<file path="src/hdl/uule_pkg.sv">
// Shared types, constants and character mapping for the uuencode line encoder.
`timescale 1ns / 1ps

package uule_pkg;

   localparam int MAX_LINE_BYTES_DEFAULT = 45;
   localparam int QUEUE_DEPTH_DEFAULT    = 4;

   localparam logic [6:0] CHAR_OFFSET = 7'h20;
   localparam logic [6:0] CHAR_ZERO   = 7'h60;

   // Position of a character within the results of one command.
   typedef enum logic [2:0] {
      STEP_HDR,
      STEP_S0,
      STEP_S1,
      STEP_S2,
      STEP_S3
   } uule_step_type;

   // One classified input byte, as handed from the front to the back.
   typedef struct packed {
      logic        reject;
      logic        has_header;
      logic [5:0]  length;
      logic        has_group;
      logic [23:0] group;
      logic        eol;
   } uule_cmd_type;

   function automatic logic [6:0] map_six(input logic [5:0] v);
      logic [6:0] ch;
      if (v == 6'd0) begin
         ch = CHAR_ZERO;
      end else begin
         ch = {1'b0, v} + CHAR_OFFSET;
      end
      return ch;
   endfunction

endpackage

</file>
<file path="src/hdl/uule_front.sv">
// Front end: tracks the open line and classifies each input byte into a command.
`timescale 1ns / 1ps

module uule_front #(
   parameter int MAX_LINE_BYTES = uule_pkg::MAX_LINE_BYTES_DEFAULT
) (
   input  logic                  clock,
   input  logic                  reset,
   input  logic                  accept,
   input  logic [7:0]            data_byte,
   input  logic [5:0]            line_length,
   output logic                  cmd_push,
   output uule_pkg::uule_cmd_type cmd
);
   import uule_pkg::*;

   localparam logic [5:0] MAX_LEN = 6'(MAX_LINE_BYTES);

   logic [15:0] pending_ff, pending_in;
   logic [1:0]  fill_ff, fill_in;
   logic [5:0]  left_ff, left_in;
   logic        open_ff, open_in;

   logic        start;
   logic        bad_len;
   logic [5:0]  left_cur;
   logic [1:0]  fill_cur;
   logic [15:0] pend_cur;
   logic [1:0]  fill_new;
   logic [23:0] acc;
   logic        flush;

   always_comb begin
      start    = !open_ff || (left_ff == 6'd0);
      bad_len  = (line_length == 6'd0) || (line_length > MAX_LEN);
      left_cur = start ? line_length : left_ff;
      fill_cur = start ? 2'd0 : fill_ff;
      pend_cur = start ? 16'd0 : pending_ff;
      fill_new = (fill_cur == 2'd3) ? 2'd3 : fill_cur + 2'd1;
      acc      = {pend_cur, data_byte};
      left_in  = left_cur - 6'd1;
      flush    = (fill_new == 2'd3) || (left_in == 6'd0);

      cmd            = '0;
      cmd.reject     = start && bad_len;
      cmd.has_header = start && !bad_len;
      cmd.length     = line_length;
      cmd.has_group  = !(start && bad_len) && flush;
      cmd.eol        = (left_in == 6'd0);
      // A short final group is left-aligned and padded with zero bytes.
      case (fill_new)
         2'd1:    cmd.group = {acc[7:0], 16'd0};
         2'd2:    cmd.group = {acc[15:0], 8'd0};
         default: cmd.group = acc;
      endcase
      cmd_push = accept && (start || flush);

      open_in    = left_in != 6'd0;
      pending_in = flush ? 16'd0 : acc[15:0];
      fill_in    = flush ? 2'd0 : fill_new;
   end

   always_ff @(posedge clock) begin
      if (reset) begin
         pending_ff <= '0;
         fill_ff    <= '0;
         left_ff    <= '0;
         open_ff    <= 1'b0;
      end else if (accept) begin
         if (start && bad_len) begin
            open_ff <= 1'b0;
         end else begin
            pending_ff <= pending_in;
            fill_ff    <= fill_in;
            left_ff    <= left_in;
            open_ff    <= open_in;
         end
      end
   end

endmodule

</file>
<file path="src/hdl/uule_queue.sv">
// Small command queue between the front and the back.
`timescale 1ns / 1ps

module uule_queue #(
   parameter int DEPTH = uule_pkg::QUEUE_DEPTH_DEFAULT
) (
   input  logic                   clock,
   input  logic                   reset,
   input  logic                   push,
   input  uule_pkg::uule_cmd_type push_cmd,
   output logic                   full,
   output logic                   empty,
   input  logic                   pop,
   output uule_pkg::uule_cmd_type head_cmd
);
   import uule_pkg::*;

   localparam int PTR_W = (DEPTH > 1) ? $clog2(DEPTH) : 1;
   localparam int CNT_W = $clog2(DEPTH + 1);

   uule_cmd_type     slot_ff [DEPTH];
   logic [PTR_W-1:0] wr_ff, wr_in;
   logic [PTR_W-1:0] rd_ff, rd_in;
   logic [CNT_W-1:0] count_ff, count_in;

   always_comb begin
      full     = count_ff == CNT_W'(DEPTH);
      empty    = count_ff == '0;
      head_cmd = slot_ff[rd_ff];
      wr_in    = (wr_ff == PTR_W'(DEPTH - 1)) ? '0 : wr_ff + PTR_W'(1);
      rd_in    = (rd_ff == PTR_W'(DEPTH - 1)) ? '0 : rd_ff + PTR_W'(1);
      count_in = count_ff;
      if (push && !pop) begin
         count_in = count_ff + CNT_W'(1);
      end else if (pop && !push) begin
         count_in = count_ff - CNT_W'(1);
      end
   end

   always_ff @(posedge clock) begin
      if (push) begin
         slot_ff[wr_ff] <= push_cmd;
      end
   end

   always_ff @(posedge clock) begin
      if (reset) begin
         wr_ff    <= '0;
         rd_ff    <= '0;
         count_ff <= '0;
      end else begin
         if (push) begin
            wr_ff <= wr_in;
         end
         if (pop) begin
            rd_ff <= rd_in;
         end
         count_ff <= count_in;
      end
   end

   a_no_overflow: assert property (@(posedge clock) disable iff (reset) !(push && full && !pop))
      else $error("command pushed into a full queue");
   a_no_underflow: assert property (@(posedge clock) disable iff (reset) !(pop && empty))
      else $error("command popped from an empty queue");
   a_count_bound: assert property (@(posedge clock) disable iff (reset)
      count_ff <= CNT_W'(DEPTH))
      else $error("queue count beyond depth");

endmodule

</file>
<file path="src/hdl/uule_back.sv">
// Back end: walks each command one character per cycle into the output register, while the response is not stalled.
`timescale 1ns / 1ps

module uule_back (
   input  logic                   clock,
   input  logic                   reset,
   input  logic                   cmd_empty,
   input  uule_pkg::uule_cmd_type cmd,
   output logic                   cmd_pop,
   output logic                   out_valid,
   input  logic                   out_take,
   output logic [6:0]             out_char,
   output logic                   last_of_run,
   output logic                   end_of_line,
   output logic                   rejected
);
   import uule_pkg::*;

   uule_step_type step_ff, step_in;
   logic          active_ff, active_in;
   logic          valid_ff, valid_in;
   logic [6:0]    char_ff, char_in;
   logic          last_ff, last_in;
   logic          eol_ff, eol_in;
   logic          rej_ff, rej_in;

   uule_step_type cur_step;
   uule_step_type last_step;
   logic          emit;
   logic          is_last;

   always_comb begin
      cur_step  = active_ff ? step_ff : (cmd.has_header ? STEP_HDR : STEP_S0);
      last_step = cmd.has_group ? STEP_S3 : STEP_HDR;
      emit      = !cmd_empty && (!valid_ff || out_take);
      is_last   = cmd.reject || (cur_step == last_step);
      cmd_pop   = emit && is_last;

      case (cur_step)
         STEP_HDR: char_in = {1'b0, cmd.length} + CHAR_OFFSET;
         STEP_S0:  char_in = map_six(cmd.group[23:18]);
         STEP_S1:  char_in = map_six(cmd.group[17:12]);
         STEP_S2:  char_in = map_six(cmd.group[11:6]);
         STEP_S3:  char_in = map_six(cmd.group[5:0]);
         default:  char_in = CHAR_ZERO;
      endcase
      if (cmd.reject) begin
         char_in = '0;
      end
      last_in = is_last;
      eol_in  = !cmd.reject && cmd.eol && (cur_step == STEP_S3);
      rej_in  = cmd.reject;

      case (cur_step)
         STEP_HDR: step_in = STEP_S0;
         STEP_S0:  step_in = STEP_S1;
         STEP_S1:  step_in = STEP_S2;
         STEP_S2:  step_in = STEP_S3;
         default:  step_in = STEP_HDR;
      endcase
      active_in = emit ? !is_last : active_ff;

      valid_in = valid_ff;
      if (emit) begin
         valid_in = 1'b1;
      end else if (out_take) begin
         valid_in = 1'b0;
      end
   end

   always_ff @(posedge clock) begin
      if (reset) begin
         valid_ff  <= 1'b0;
         active_ff <= 1'b0;
         step_ff   <= STEP_HDR;
      end else begin
         valid_ff  <= valid_in;
         active_ff <= active_in;
         if (emit) begin
            step_ff <= step_in;
         end
      end
   end

   always_ff @(posedge clock) begin
      if (emit) begin
         char_ff <= char_in;
         last_ff <= last_in;
         eol_ff  <= eol_in;
         rej_ff  <= rej_in;
      end
   end

   assign out_valid   = valid_ff;
   assign out_char    = char_ff;
   assign last_of_run = last_ff;
   assign end_of_line = eol_ff;
   assign rejected    = rej_ff;

   a_reject_single: assert property (@(posedge clock) disable iff (reset)
      valid_ff && rej_ff |-> last_ff && !eol_ff)
      else $error("rejection word is not a single final word");
   a_eol_closes: assert property (@(posedge clock) disable iff (reset)
      valid_ff && eol_ff |-> last_ff)
      else $error("end of line not on the last word of its byte");
   a_step_idle: assert property (@(posedge clock) disable iff (reset)
      cmd_pop |=> !active_ff)
      else $error("sequencer still active after its command left");

endmodule

</file>
<file path="src/hdl/uu_line_encoder.sv">
// Top level of the uuencode line encoder: front, command queue and back.
//
//  channel   ports                                        word
//  request   req_push / req_full                          data_byte, line_length
//  response  rsp_empty / rsp_pop                          out_char and flags
//
// Each byte yields zero to five words: none while its group is still filling, a header on
// a line's first byte, four words when a group completes, and a single rejection word for
// a bad line length. The back end issues one word per cycle while the response is not stalled.
// The front accepts a byte every cycle while the command queue has room.
// Reset clears line state, the queue and the output valid flag.
// A stalled response holds the back end; the queue absorbs bytes until full.
`timescale 1ns / 1ps

module uu_line_encoder #(
   parameter int MAX_LINE_BYTES = uule_pkg::MAX_LINE_BYTES_DEFAULT,
   parameter int QUEUE_DEPTH    = uule_pkg::QUEUE_DEPTH_DEFAULT
) (
   input  logic       clock,
   input  logic       reset,
   input  logic       req_push,
   output logic       req_full,
   input  logic [7:0] req_data_byte,
   input  logic [5:0] req_line_length,
   output logic       rsp_empty,
   input  logic       rsp_pop,
   output logic [6:0] rsp_out_char,
   output logic       rsp_last_of_run,
   output logic       rsp_end_of_line,
   output logic       rsp_rejected
);
   import uule_pkg::*;

   logic         accept;
   logic         cmd_push;
   uule_cmd_type push_cmd;
   uule_cmd_type head_cmd;
   logic         q_empty;
   logic         q_pop;
   logic         out_valid;

   assign accept    = req_push && !req_full;
   assign rsp_empty = !out_valid;

   uule_front #(
      .MAX_LINE_BYTES(MAX_LINE_BYTES)
   ) u_front (
      .clock      (clock),
      .reset      (reset),
      .accept     (accept),
      .data_byte  (req_data_byte),
      .line_length(req_line_length),
      .cmd_push   (cmd_push),
      .cmd        (push_cmd)
   );

   uule_queue #(
      .DEPTH(QUEUE_DEPTH)
   ) u_queue (
      .clock   (clock),
      .reset   (reset),
      .push    (cmd_push),
      .push_cmd(push_cmd),
      .full    (req_full),
      .empty   (q_empty),
      .pop     (q_pop),
      .head_cmd(head_cmd)
   );

   uule_back u_back (
      .clock      (clock),
      .reset      (reset),
      .cmd_empty  (q_empty),
      .cmd        (head_cmd),
      .cmd_pop    (q_pop),
      .out_valid  (out_valid),
      .out_take   (rsp_pop),
      .out_char   (rsp_out_char),
      .last_of_run(rsp_last_of_run),
      .end_of_line(rsp_end_of_line),
      .rejected   (rsp_rejected)
   );

endmodule
</file>
<file path="config.mk">
export PLATFORM = sky130hd
export DESIGN_NAME = uu_line_encoder
export DESIGN_NICKNAME = d
export VERILOG_FILES = /design/src/hdl/uule_pkg.sv /design/src/hdl/uule_front.sv /design/src/hdl/uule_queue.sv /design/src/hdl/uule_back.sv /design/src/hdl/uu_line_encoder.sv
export SDC_FILE = /design/constraint.sdc
export NUM_CORES = 1
export LEC_CHECK = 0
export BUFFER_PORTS_ARGS = -buffer_cell sky130_fd_sc_hd__buf_2
export CELL_PAD_IN_SITES_DETAIL_PLACEMENT = 1
export CELL_PAD_IN_SITES_GLOBAL_PLACEMENT = 1
export CORE_MARGIN = 1.5
export CORE_UTILIZATION = 47
export DETAILED_ROUTE_END_ITERATION = 7
export PLACE_DENSITY = 0.78
export SLEW_MARGIN = 20
export SYNTH_ARGS = -nofsm -noshare
export SYNTH_HDL_FRONTEND = slang
export SYNTH_HIERARCHICAL = 1
export SYNTH_SLANG_ARGS = --single-unit
</file>
<file path="constraint.sdc">
create_clock -name clock -period 3.7 [get_ports clock]
set_input_delay 1.11 -clock clock [delete_from_list [all_inputs] [get_ports clock]]
set_output_delay 1.11 -clock clock [all_outputs]
set_load 0.1 [all_outputs]
</file>
# ---- Word level (Yosys, flattened, before mapping)
# Memory sizes are Yosys's and may differ from the RTL's. A register that Yosys moved wholly into a read port is not among the register bits.
# Cells that the tools add are included.
dict set report word_totals {
  ff_bits 47
  mem_bits_rw 136
  input_bits 18
  out_inout_bits 12
  n_memories 1
}
# memory words width read_ports rd_ports_with_merged_regs write_ports line_no
set memory_table {}
lappend memory_table {u_queue.slot_ff 4 34 1 1 1 uule_queue.sv:21} ;# uule_cmd_type slot_ff [DEPTH];
dict set report op_classes {
  n_addsub 11
  order_cmp 1
  eq_ne 12
  mux 27
  n_bitwise 1
  reduce_logical 40
}
# operator n
set op_table {}
lappend op_table {{$pmux 24 s2} 1}
lappend op_table {{$logic_not 6->1} 7}
lappend op_table {{$add 6x6->7 const B} 5}
lappend op_table {{$pmux 7 s5} 1}
lappend op_table {{$mux 16} 2}
lappend op_table {{$mux 7} 4}
lappend op_table {{$mux 2} 7}
lappend op_table {{$mux 3} 4}
lappend op_table {{$pmux 3 s4} 1}
lappend op_table {{$logic_and 1x1->1} 11}
lappend op_table {{$eq 2x2->1 const B} 5}
lappend op_table {{$logic_not 1->1} 10}
lappend op_table {{$add 2x1->2 const B} 3}
lappend op_table {{$eq 3x2->1 const B} 2}
lappend op_table {{$eq 3x3->1 const B} 2}
lappend op_table {{$gt 6x6->1 const B} 1}
lappend op_table {{$logic_not 3->1} 2}
lappend op_table {{$logic_or 1x1->1} 6}
lappend op_table {{$mux 1} 6}
lappend op_table {{$mux 6} 1}
lappend op_table {{$reduce_bool 6->1} 1}
lappend op_table {{$sub 6x1->6 const B} 1}
lappend op_table {{$reduce_bool 2->1} 2}
lappend op_table {{$add 3x1->3 const B} 1}
lappend op_table {{6 further kinds} 6}

# ---- Depth between registers and ports, before layout
# Gate-level depths: netlist (run 1).
dict set report depth {
  depth_word 13
  mapped_depth 14
  mapped_depth_nobuf 14
}

# ---- Modules after synthesis
# Netlist (run 1), hierarchy kept.
# module n_inst cells_each area_per_inst_um2 seq_area_each_um2
set by_module_without_submodules {}
lappend by_module_without_submodules {uule_queue 1 222 5395.2 4264.1}
lappend by_module_without_submodules {uule_front 1 192 1722.9 500.5}
lappend by_module_without_submodules {uule_back 1 100 958.4 400.4}
lappend by_module_without_submodules {uu_line_encoder 1 2 17.5 0.0}

# ---- Worst setup path before layout (run 1)
# Ideal clock, no wire load.
dict set report synth_timing {
  path_type {flip-flop to flip-flop}
  startpoint {register u_queue.count_ff[1]}
  endpoint {register u_queue.count_ff[2]}
  setup_ns 0.070
  t_arrival_ns 3.967
  required_ns 3.630
  slack_ns -0.337
  stages_incl_launch_ff 10
  cell_sequence {dfxtp_1 nor3b_1 nor2b_4 o31a_1 ha_1 inv_1 fa_1 xor2_1 or3_1 a21oi_1}
}
dict set report synth_between {
  elab_chain_cells 7
  word_cells_on_any_way 17
  classes_between {2 x add/sub; 1 x eq/ne; 2 x mux; 12 x reduce/logical}
}
# element line_no
set synth_lines {}
lappend synth_lines {{from (decl)} uule_queue.sv:24} ;# logic [CNT_W-1:0] count_ff, count_in;
lappend synth_lines {{from (signal assigned)} uule_queue.sv:58} ;# count_ff <= count_in;
lappend synth_lines {{$eq 3x3->1 *} uule_queue.sv:27} ;# full = count_ff == CNT_W'(DEPTH);
lappend synth_lines {{via req_full} uu_line_encoder.sv:22} ;# output logic req_full,
lappend synth_lines {{$logic_not 1->1 *} uu_line_encoder.sv:42} ;# assign accept = req_push && !req_full;
lappend synth_lines {{$logic_and 1x1->1 *} uu_line_encoder.sv:42}
lappend synth_lines {{via accept} uu_line_encoder.sv:34} ;# logic accept;
lappend synth_lines {{$logic_and 1x1->1 *} uule_front.sv:56} ;# cmd_push = accept && (start || flush);
lappend synth_lines {{via cmd_push} uu_line_encoder.sv:35} ;# logic cmd_push;
lappend synth_lines {{$logic_not 1->1} uule_queue.sv:35} ;# end else if (pop && !push) begin
lappend synth_lines {{$logic_and 1x1->1} uule_queue.sv:35}
lappend synth_lines {{$reduce_bool 2->1 (no line)} --}
# The timed path passes the listed nets; every way through them passes the cells marked *. The select of a mux whose other input is x is not followed.
# A chain may end at the register's enable or synchronous reset.

==> summary by stage, run 1 <==
Clocking
The number of clock sinks is 185. The later pin in the worst-skew pair is clocked with a latency of between 0.4 and 0.5 ns. The maximum buffer depth of the clock tree is 2. TritonCTS built the clock tree.

The clock transition at the register clock pins on the worst setup and hold paths after CTS is approximately 0.070 ns. The H-tree was split into 4 levels. The number of hold buffers added after CTS is 0.

The cell sitting at the root of the clock tree is a clkbuf_16. The number of CTS-inserted buffers is 17.

Detailed routing
In this run the remaining antenna-violating nets after routing total 0. Using the TritonRoute via totals, the vias-per-cell ratio works out to around 6.0. The routed layout has 4766 vias. After the first detailed-routing iteration, the DRC count stood at between 300 and 400. In the final routed layout, each cell accounts on average for 23.7 um. The first detailed-routing pass took 5 iterations. After detailed routing, the total wire length is around 19000 um. For this run, design rule violations remaining after detail routing come to 0.

Placed design
Once placement completed, the tool counted placed cells totaling 750. The placed wire-length estimate is around 12000 um. The final weighted congestion in routability-driven placement is 0.871. The number of buffer cells added on primary ports is 29.

Synthesis
The cell type with the largest total area after synthesis is edfxtp_1. The average footprint of a synthesized cell is 15.7 um2. The most common flop cell mapped by yosys is edfxtp_1. By area the synthesized netlist is led by edfxtp_1 (54%), dfxtp_1 (9.6%), mux4_2 (8.3%), a22oi_1 (2.1%), nor2_1 (1.5%). The number of cells produced by synthesis is 516. Counting flops with a built-in enable in the synthesized netlist gives 146. The synthesis-stage register bit count is around 190. Counting every net in the synthesized netlist gives 543. The number of distinct library cells after synthesis is 73. After synthesis the cells add up to 8090 um2. For this run, the register share of the synthesized area comes to 0.638.

The share of async-settable or async-resettable flops after synthesis is 0. The area share of the leading cell type in the synthesized netlist is 0.542. The total number of yosys warnings is 6.

Critical path
The end of the worst register-to-register path is u_queue/count_ff[2]$_SDFFE_PP0P_. The worst register-to-register path begins at u_front/left_ff[0]$_SDFFE_PP0P_. Data on the critical path is required at its endpoint by between 4 and 5 ns. On the worst path, the slowest cell contributes a delay of 0.57 ns.

The largest individual stage delay along the critical path comes from the cell or4_4. Counting cells, the worst reg-to-reg path comes to 15. Setup slack on the worst reg-to-reg path comes out at 0.06 ns. The launching element type of the critical path is a register. The type of the worst setup path is register to register.

The signal on the critical path passes through or4_4 > o31ai_4 > a22oi_2 > buf_4 > inv_1 > ha_1 > and3_4 > and3_4 > o31a_1 > ha_2 > inv_1 > fa_2 > xor2_1 > or3_1 > a21oi_1. The maximum fanout along the worst path is 3. Tracing the worst setup path back leads to its startpoint at u_front/left_ff[0]$_SDFFE_PP0P_. The signal arrival time at the worst endpoint is 4.00 ns.

The element type at the critical path end is a register.

Timing
The transition time of the tightest slew-check pin is 0.918 ns. The max-slew violation total from the final report is 0. The clock period could shrink to 3.64 ns.

The number of hold violations in the final report is 0. Setup violations remaining at the end of the flow were counted as 0. The share of the cycle needed by the critical path after routing is 0.984. The final setup skew is 0.00997 ns. The accumulated negative setup slack is 0 ns. The maximum clock rate is 0.275 GHz. The remaining max-slew budget at the tightest pin is 0.387.

Finish
For this run, the post-layout net count is ~600. 0 antenna diodes ended up in the layout. Relative to the synthesized area, the layout overhead comes to 13.3%. The library cell used most frequently in the layout, excluding fill and tap cells, is edfxtp_1. The number of fillers in the final layout is 1606. The register area is approximately 5200 um2. In the final layout, the multi-input gates occupy 2630 um2. Of the cells placed in the final design, the portion with a size suffix greater than 1 is 0.274. Once layout is complete, the cells apart from fillers number 790. In the layout the commonest cells are edfxtp_1 (146), dfxtp_1 (36), nor2_1 (32).

Job
The count of maximum capacitance violations is 0.

Min path
The worst hold path startpoint is u_front/pending_ff[13]$_SDFFE_PP0P_. The kind of path behind the tightest hold check is register to register. Counting instances, the worst hold path has a depth of 1. For hold timing, the worst endpoint is u_front/pending_ff[13]$_SDFFE_PP0P_.

Global route
The leftover overflow at the end of global routing is 0. Across every metal layer, demand over resource in global routing totals 0.218. The global-route wire length before repair is a little under 30000 um.

The pin count of the biggest net entering global routing is 35. The initial antenna violation count was 0. The number of global-route vias before repair is around 5000.

Floorplanning
The number of primary I/O pins is 30. The width of the die is ~130 um. The die is 134 um tall. The initial utilization of the core area, before any placement, comes to 0.485. The die area is 18000 um2. The number of standard-cell rows in the floorplan is 47. The placeable core region is 16700 um2.

Run status
The run finished with clean final reports.

Pwr
The cell area power density is 752 nW/um2. The maximum vdd drop is between 0.6 and 0.7 mV. The sequential share of power is 0.403. The switching power is 2.41 mW.

Of the total power, combinational logic draws 0.320. Of the total power, the clock network draws 0.277. The internal portion of the total power is 4.48 mW.

Of the total power, the share spent switching nets is 0.350. The static power due to leakage is approximately 3.1 nW.
synthesized netlist by cell type (9+ instances only):
| library cell | number |
|---|---|
| a22oi_1 | 23 |
| inv_1 | 17 |
| a22o_1 | 11 |
| buf_4 | 9 |
| mux4_2 | 30 |
| nor2b_1 | 12 |
| nand2_1 | 10 |
| nor2_1 | 32 |
| a21oi_1 | 15 |
| dfxtp_1 | 39 |
| o21ai_0 | 9 |
| mux2i_1 | 11 |
| a31oi_1 | 11 |
| edfxtp_1 | 146 |
metal layers:
| metal | vias to the layer above | part of all wire | global-route usage |
|---|---|---|---|
| met1 | 2453 | 0.43 | 0.274 |
| li1 | 2131 | - | - |
| met3 | 33 | 0.050 | 0.0514 |
| met4 | 0 | 0.022 | 0.0783 |
| met5 | - | 0 | 0 |
| met2 | 149 | 0.50 | 0.368 |
power groups by stage:
| stage | logic, mW | registers (mW) | clock network (mW) |
|---|---|---|---|
| final | 2.20 | 2.78 | 1.91 |
| after global routing | 2.36 | 2.81 | 2.00 |
| after floorplan | 1.33 | 3.13 | 0 |
| after detailed placement | 2.14 | 2.82 | 0 |
| after global placement | 2.07 | 2.78 | 0 |
| after CTS | 2.16 | 2.78 | 1.94 |
layout make-up:
type / count / share of cell area
Clock buffer: 17 / 0.0464
Multi-Input combinational cell: 279 / 0.287
Tap cell: 220 / 0.0300
Timing Repair Buffer: 57 / 0.0442
Clock inverter: 14 / 0.0213
Sequential cell: 185 / 0.564
Inverter: 18 / 0.00737
worst max path at each step:
stage / end / slack, ns / cells past startpoint
5_1_grt: u_queue/count_ff[2]$_SDFFE_PP0P_ / -0.10 / 15
2_1_floorplan: u_queue/count_ff[2]$_SDFFE_PP0P_ / -0.27 / 14
3_5_place_dp: u_queue/count_ff[2]$_SDFFE_PP0P_ / -0.15 / 12
6_report: u_queue/count_ff[2]$_SDFFE_PP0P_ / 0.06 / 15
3_3_place_gp: u_queue/count_ff[2]$_SDFFE_PP0P_ / -0.02 / 12
4_1_cts: u_queue/count_ff[2]$_SDFFE_PP0P_ / 0.03 / 15
cells by family (layout without fill, tap and decap cells):
group                      count (synthesis)  in the layout  synth area share
DFF                                      185            185             0.638
AOI/OAI and AO/OA                        112            112             0.111
and+or+nand+nor                          105            105            0.0751
buffers and inverters                     52            106            0.0410
muxes                                     47             47             0.113
adders and majority gates                  9              9            0.0148
xor gates and xnor gates                   6              6           0.00742
metrics by stage:
stage	utilization	worst slack [ns]	power [mW]	hold slack (ns)	instance area, um2
6_report	0.549	0.0581	6.89	0.481	9170
5_1_grt	0.549	-0.102	7.17	0.490	9170
4_1_cts	0.543	0.0335	6.88	0.481	9070
3_5_place_dp	0.506	-0.147	4.96	0.458	8450
3_3_place_gp	0.506	-0.0196	4.85	0.460	8450
2_1_floorplan	-	-0.269	4.45	0.443	8100
critical path: cells and delay by family (launching register included):
kind	cells	cell delay [ns]
fa+ha+maj	3	0.71
buf+inv	3	0.33
compound gates	4	0.80
xor+xnor	1	0.15
simple gates	4	1.28
flops	1	0.31
registers in the layout, indices dropped and copies added (netlist names), 2 cells and up, named ones only:
| name | count |
|---|---|
| u_front/left_ff | 6 |
| u_back/out_char | 7 |
| u_front/fill_ff | 2 |
| u_back/step_ff | 3 |
| u_queue/rd_ff | 2 |
| u_queue/count_ff | 3 |
| u_front/pending_ff | 16 |
| u_queue/wr_ff | 2 |
| u_queue/slot_ff | 136 |
what timing repair did:
| item | CTS | global route |
|---|---|---|
| endpoints found under the setup margin | 0 | 1 |
| gates resized for setup | 0 | 9 |
| setup buffers | 0 | 9 |
(Power assumes the default switching activity.)
==> inputs of run 2 (changes only) <==
- CORE_UTILIZATION: 47 -> 35
- PLACE_DENSITY: 0.78 -> 0.62
==> run 2 against run 1 <==
- sequential power about the same
- highest routed layer unchanged
- combinational power is 2% lower
- sequential cell count stayed put
- wire length is 6.0% lower
- largest power group unchanged
- power shrank 2.7%
- utilization shrank 14 points
==> summary by stage, run 2 (same netlist as run 1, synthesis figures left out) <==
Run status
Run status: finished clean (unchanged).

Clocking
The cell at the root of the clock tree is clkbuf_16 (unchanged). The number of CTS-inserted buffers is 17 (unchanged). The depth of the CTS H-tree is 4 (unchanged). The clock transition at the register clock pins on the worst setup and hold paths after CTS is 0.07 ns (about the same). The maximum buffer depth of the clock tree is 2 (unchanged). The TritonCTS clock tree was yes (unchanged).

The number of clock sinks is 185 (unchanged). The clock latency of the later-clocked register in the worst-skew pair is 0.44 ns (was 0.43 ns).

Min path
The hold-critical path endpoint was u_front/pending_ff[9]$_SDFFE_PP0P_ (was u_front/pending_ff[13]$_SDFFE_PP0P_). The count of cells along the worst hold path was 1 (unchanged). The worst hold path startpoint is u_front/pending_ff[9]$_SDFFE_PP0P_ (was u_front/pending_ff[13]$_SDFFE_PP0P_).

The kind of path behind the tightest hold check was register to register (unchanged).

Finish
The number of flip-flops under the largest register name is 136 (unchanged). The final net count was 582 (was 585). The fraction of layout instances using a drive strength above 1 is 0.275 (was 0.274). The filler-free cell count of the finished design is 853 (was 790). The number of diodes is 0 (unchanged). Commonest non-fill, non-tap cells in the layout: edfxtp_1 (146), dfxtp_1 (35), nor2_1 (32) (was edfxtp_1 (146), dfxtp_1 (36), nor2_1 (32)). The commonest non-fill, non-tap cell in the layout is edfxtp_1 (unchanged). The signed area change from the synthesized netlist to the final layout came to 13.5% (was 13.3%). The register ranked first by flip-flop count is u_queue/slot_ff (unchanged).

Critical path
The element type at the critical path end is a register (unchanged). The signal arrival time at the worst endpoint is 4.06 ns (was 4.00 ns). The maximum fanout along the worst path is 6 (was 3). The launch instance of the worst register-to-register path was u_front/left_ff[0]$_SDFFE_PP0P_ (unchanged). The end of the worst register-to-register path is u_queue/count_ff[2]$_SDFFE_PP0P_ (unchanged). The setup slack of the worst register-to-register path came to 0.02 ns (was 0.06 ns). The type of the worst setup path is register to register (unchanged). The path depth of the worst reg2reg path is 13 (was 15). The launching element type of the critical path is a register (unchanged).

The required time of the critical path was 4.08 ns (was 4.06 ns).

Pwr
The static power due to leakage is 3.10 nW (was 3.14 nW). The maximum vdd drop is 0.517 mV (was 0.638 mV). The cell area power density is 730 nW/um2 (was 752 nW/um2). The overall power after layout is 6.71 mW (was 6.89 mW).

Timing
The worst hold slack was 0.477 ns (was 0.481 ns). The final setup skew is 0.0114 ns (was 0.00997 ns). The remaining max-slew budget at the tightest pin is 0.493 (was 0.387). The final critical delay including setup and external delays is 3.68 ns (was 3.64 ns). The share of the cycle needed by the critical path after routing is 0.994 (was 0.984). Setup repair after global routing could not meet its margin everywhere. The max-slew violation total from the final report is 0 (unchanged).

The maximum clock rate is 0.272 GHz (was 0.275 GHz). The number of setup violations in the final report is 0 (unchanged). The number of hold violations in the final report is 0 (unchanged). The transition time of the tightest slew-check pin is 0.761 ns (was 0.918 ns).

Global route
The number of global-route vias before repair is 4820 (was 5043). The initial antenna violation count is 0 (unchanged). The leftover overflow at the end of global routing is 0 (unchanged).

The overall routing resource usage is 0.156 (was 0.218). The pin count of the biggest net entering global routing was 35 (unchanged). The global-route wire length before repair came to 27800 um (was 28900 um).

Placed design
The final weighted congestion in routability-driven placement is 0.853 (was 0.871). The number of buffer cells added on primary ports is 29 (unchanged). The placed wire-length estimate is 12000 um (was 12300 um).

The number of instances in the placed design is 817 (was 750).

Detailed routing
The number of routed nets with antenna violations is 0 (unchanged). The routed length per placed instance is 20.6 um (was 23.7 um). The per-cell via count in the routed design is 5.38 (was 6.03). The number of optimization iterations in the first detailed-route pass came to 5 (unchanged).

The wire length after detailed routing came to 17600 um (was 18700 um). The count of routing violations after the opening detailed-route iteration came to 298 (was 355). The via total after detailed routing is 4589 (was 4766). The DRC violations left is 0 (unchanged).

Floorplanning
The floorplan die height is 155 um (was 134 um). The width of the die is 155 um (was 134 um). The number of standard-cell rows in the floorplan came to 55 (was 47). The number of primary I/O pins is 30 (unchanged). The die area came to 24000 um2 (was 18000 um2). The initial standard-cell utilization of the core is 0.358 (was 0.485). The placeable core region is 22600 um2 (was 16700 um2).

Job
The count of maximum capacitance violations is 0 (unchanged).
[run 2: cell types whose count changed in the layout (fill, tap and decap cells not counted), moves of 2 or more]
cell	before	now
buf_4	24	21
clkbuf_1	0	3
clkinv_2	0	3
inv_6	4	1
bufinv_16	4	2
clkinv_1	2	0
clkinvlp_4	2	4
[run 2: what timing repair did]
| action | CTS | global route |
|---|---|---|
| hold buffers | 0 | 0 |
| resized for setup | 0 | 12 |
| setup buffers | 0 | 4 |
| setup endpoints to repair | 0 | 1 |
[run 2: worst max-delay path: stages, from the launching register on]
cell	delay (ns)
dfxtp_4	0.37
or4_4	0.54
o31ai_4	0.33
mux2i_2	0.32
ha_2	0.25
xnor2_2	0.13
and3_4	0.21
o31a_1	0.26
ha_2	0.24
inv_2	0.04
fa_2	0.33
xor2_1	0.15
or3_1	0.32
a21oi_2	0.12
[run 2: layer usage]
layer | vias up | routed length, um | track usage
li1 | 2127 | - | -
met1 | 2377 | 8200 | 0.201
met2 | 62 | 8650 | 0.260
met3 | 23 | 414 | 0.0357
met4 | 0 | 309 | 0.0563
met5 | - | 0 | 0
[run 2: layout make-up]
class | count | area [um2]
Clock buffer | 21 | 450
Clock inverter | 11 | 123
Fill cell | 2261 | 13500
Inverter | 18 | 67.6
Multi-Input combinational cell | 279 | 2630
Sequential cell | 185 | 5170
Tap cell | 285 | 357
Timing Repair Buffer | 54 | 383
[run 2: power breakdown]
group | internal (mW) | switching [mW] | leakage [nW] | total, mW
registers | 2.59 | 0.185 | 1.68 | 2.78
clock network | 1.01 | 0.760 | 0.269 | 1.77
logic | 0.747 | 1.41 | 1.15 | 2.16
[run 2: worst max-delay path by stage]
stage | slack (ns) | startpoint | cells after the start | endpoint
after floorplan | -0.27 | u_front/left_ff[5]$_SDFFE_PP0P_ | 14 | u_queue/count_ff[2]$_SDFFE_PP0P_
after global placement | -0.03 | req_line_length[2] | 12 | u_queue/count_ff[2]$_SDFFE_PP0P_
after detailed placement | -0.11 | req_line_length[2] | 12 | u_queue/count_ff[2]$_SDFFE_PP0P_
after CTS | 0.04 | u_front/left_ff[5]$_SDFFE_PP0P_ | 13 | u_queue/count_ff[2]$_SDFFE_PP0P_
after global routing | -0.11 | u_front/left_ff[0]$_SDFFE_PP0P_ | 13 | u_queue/count_ff[2]$_SDFFE_PP0P_
final | 0.02 | u_front/left_ff[0]$_SDFFE_PP0P_ | 13 | u_queue/count_ff[2]$_SDFFE_PP0P_
[run 2: stage by stage]
stage | utilization | setup TNS, ns | setup WS [ns] | area [um2]
finish | 0.406 | 0 | 0.0214 | 9180
global route | 0.406 | -0.109 | -0.109 | 9180
CTS | 0.403 | 0 | 0.0442 | 9120
detailed placement | 0.378 | -0.112 | -0.112 | 8550
global placement | 0.378 | -0.0288 | -0.0288 | 8550
floorplan | - | -0.269 | -0.269 | 8100
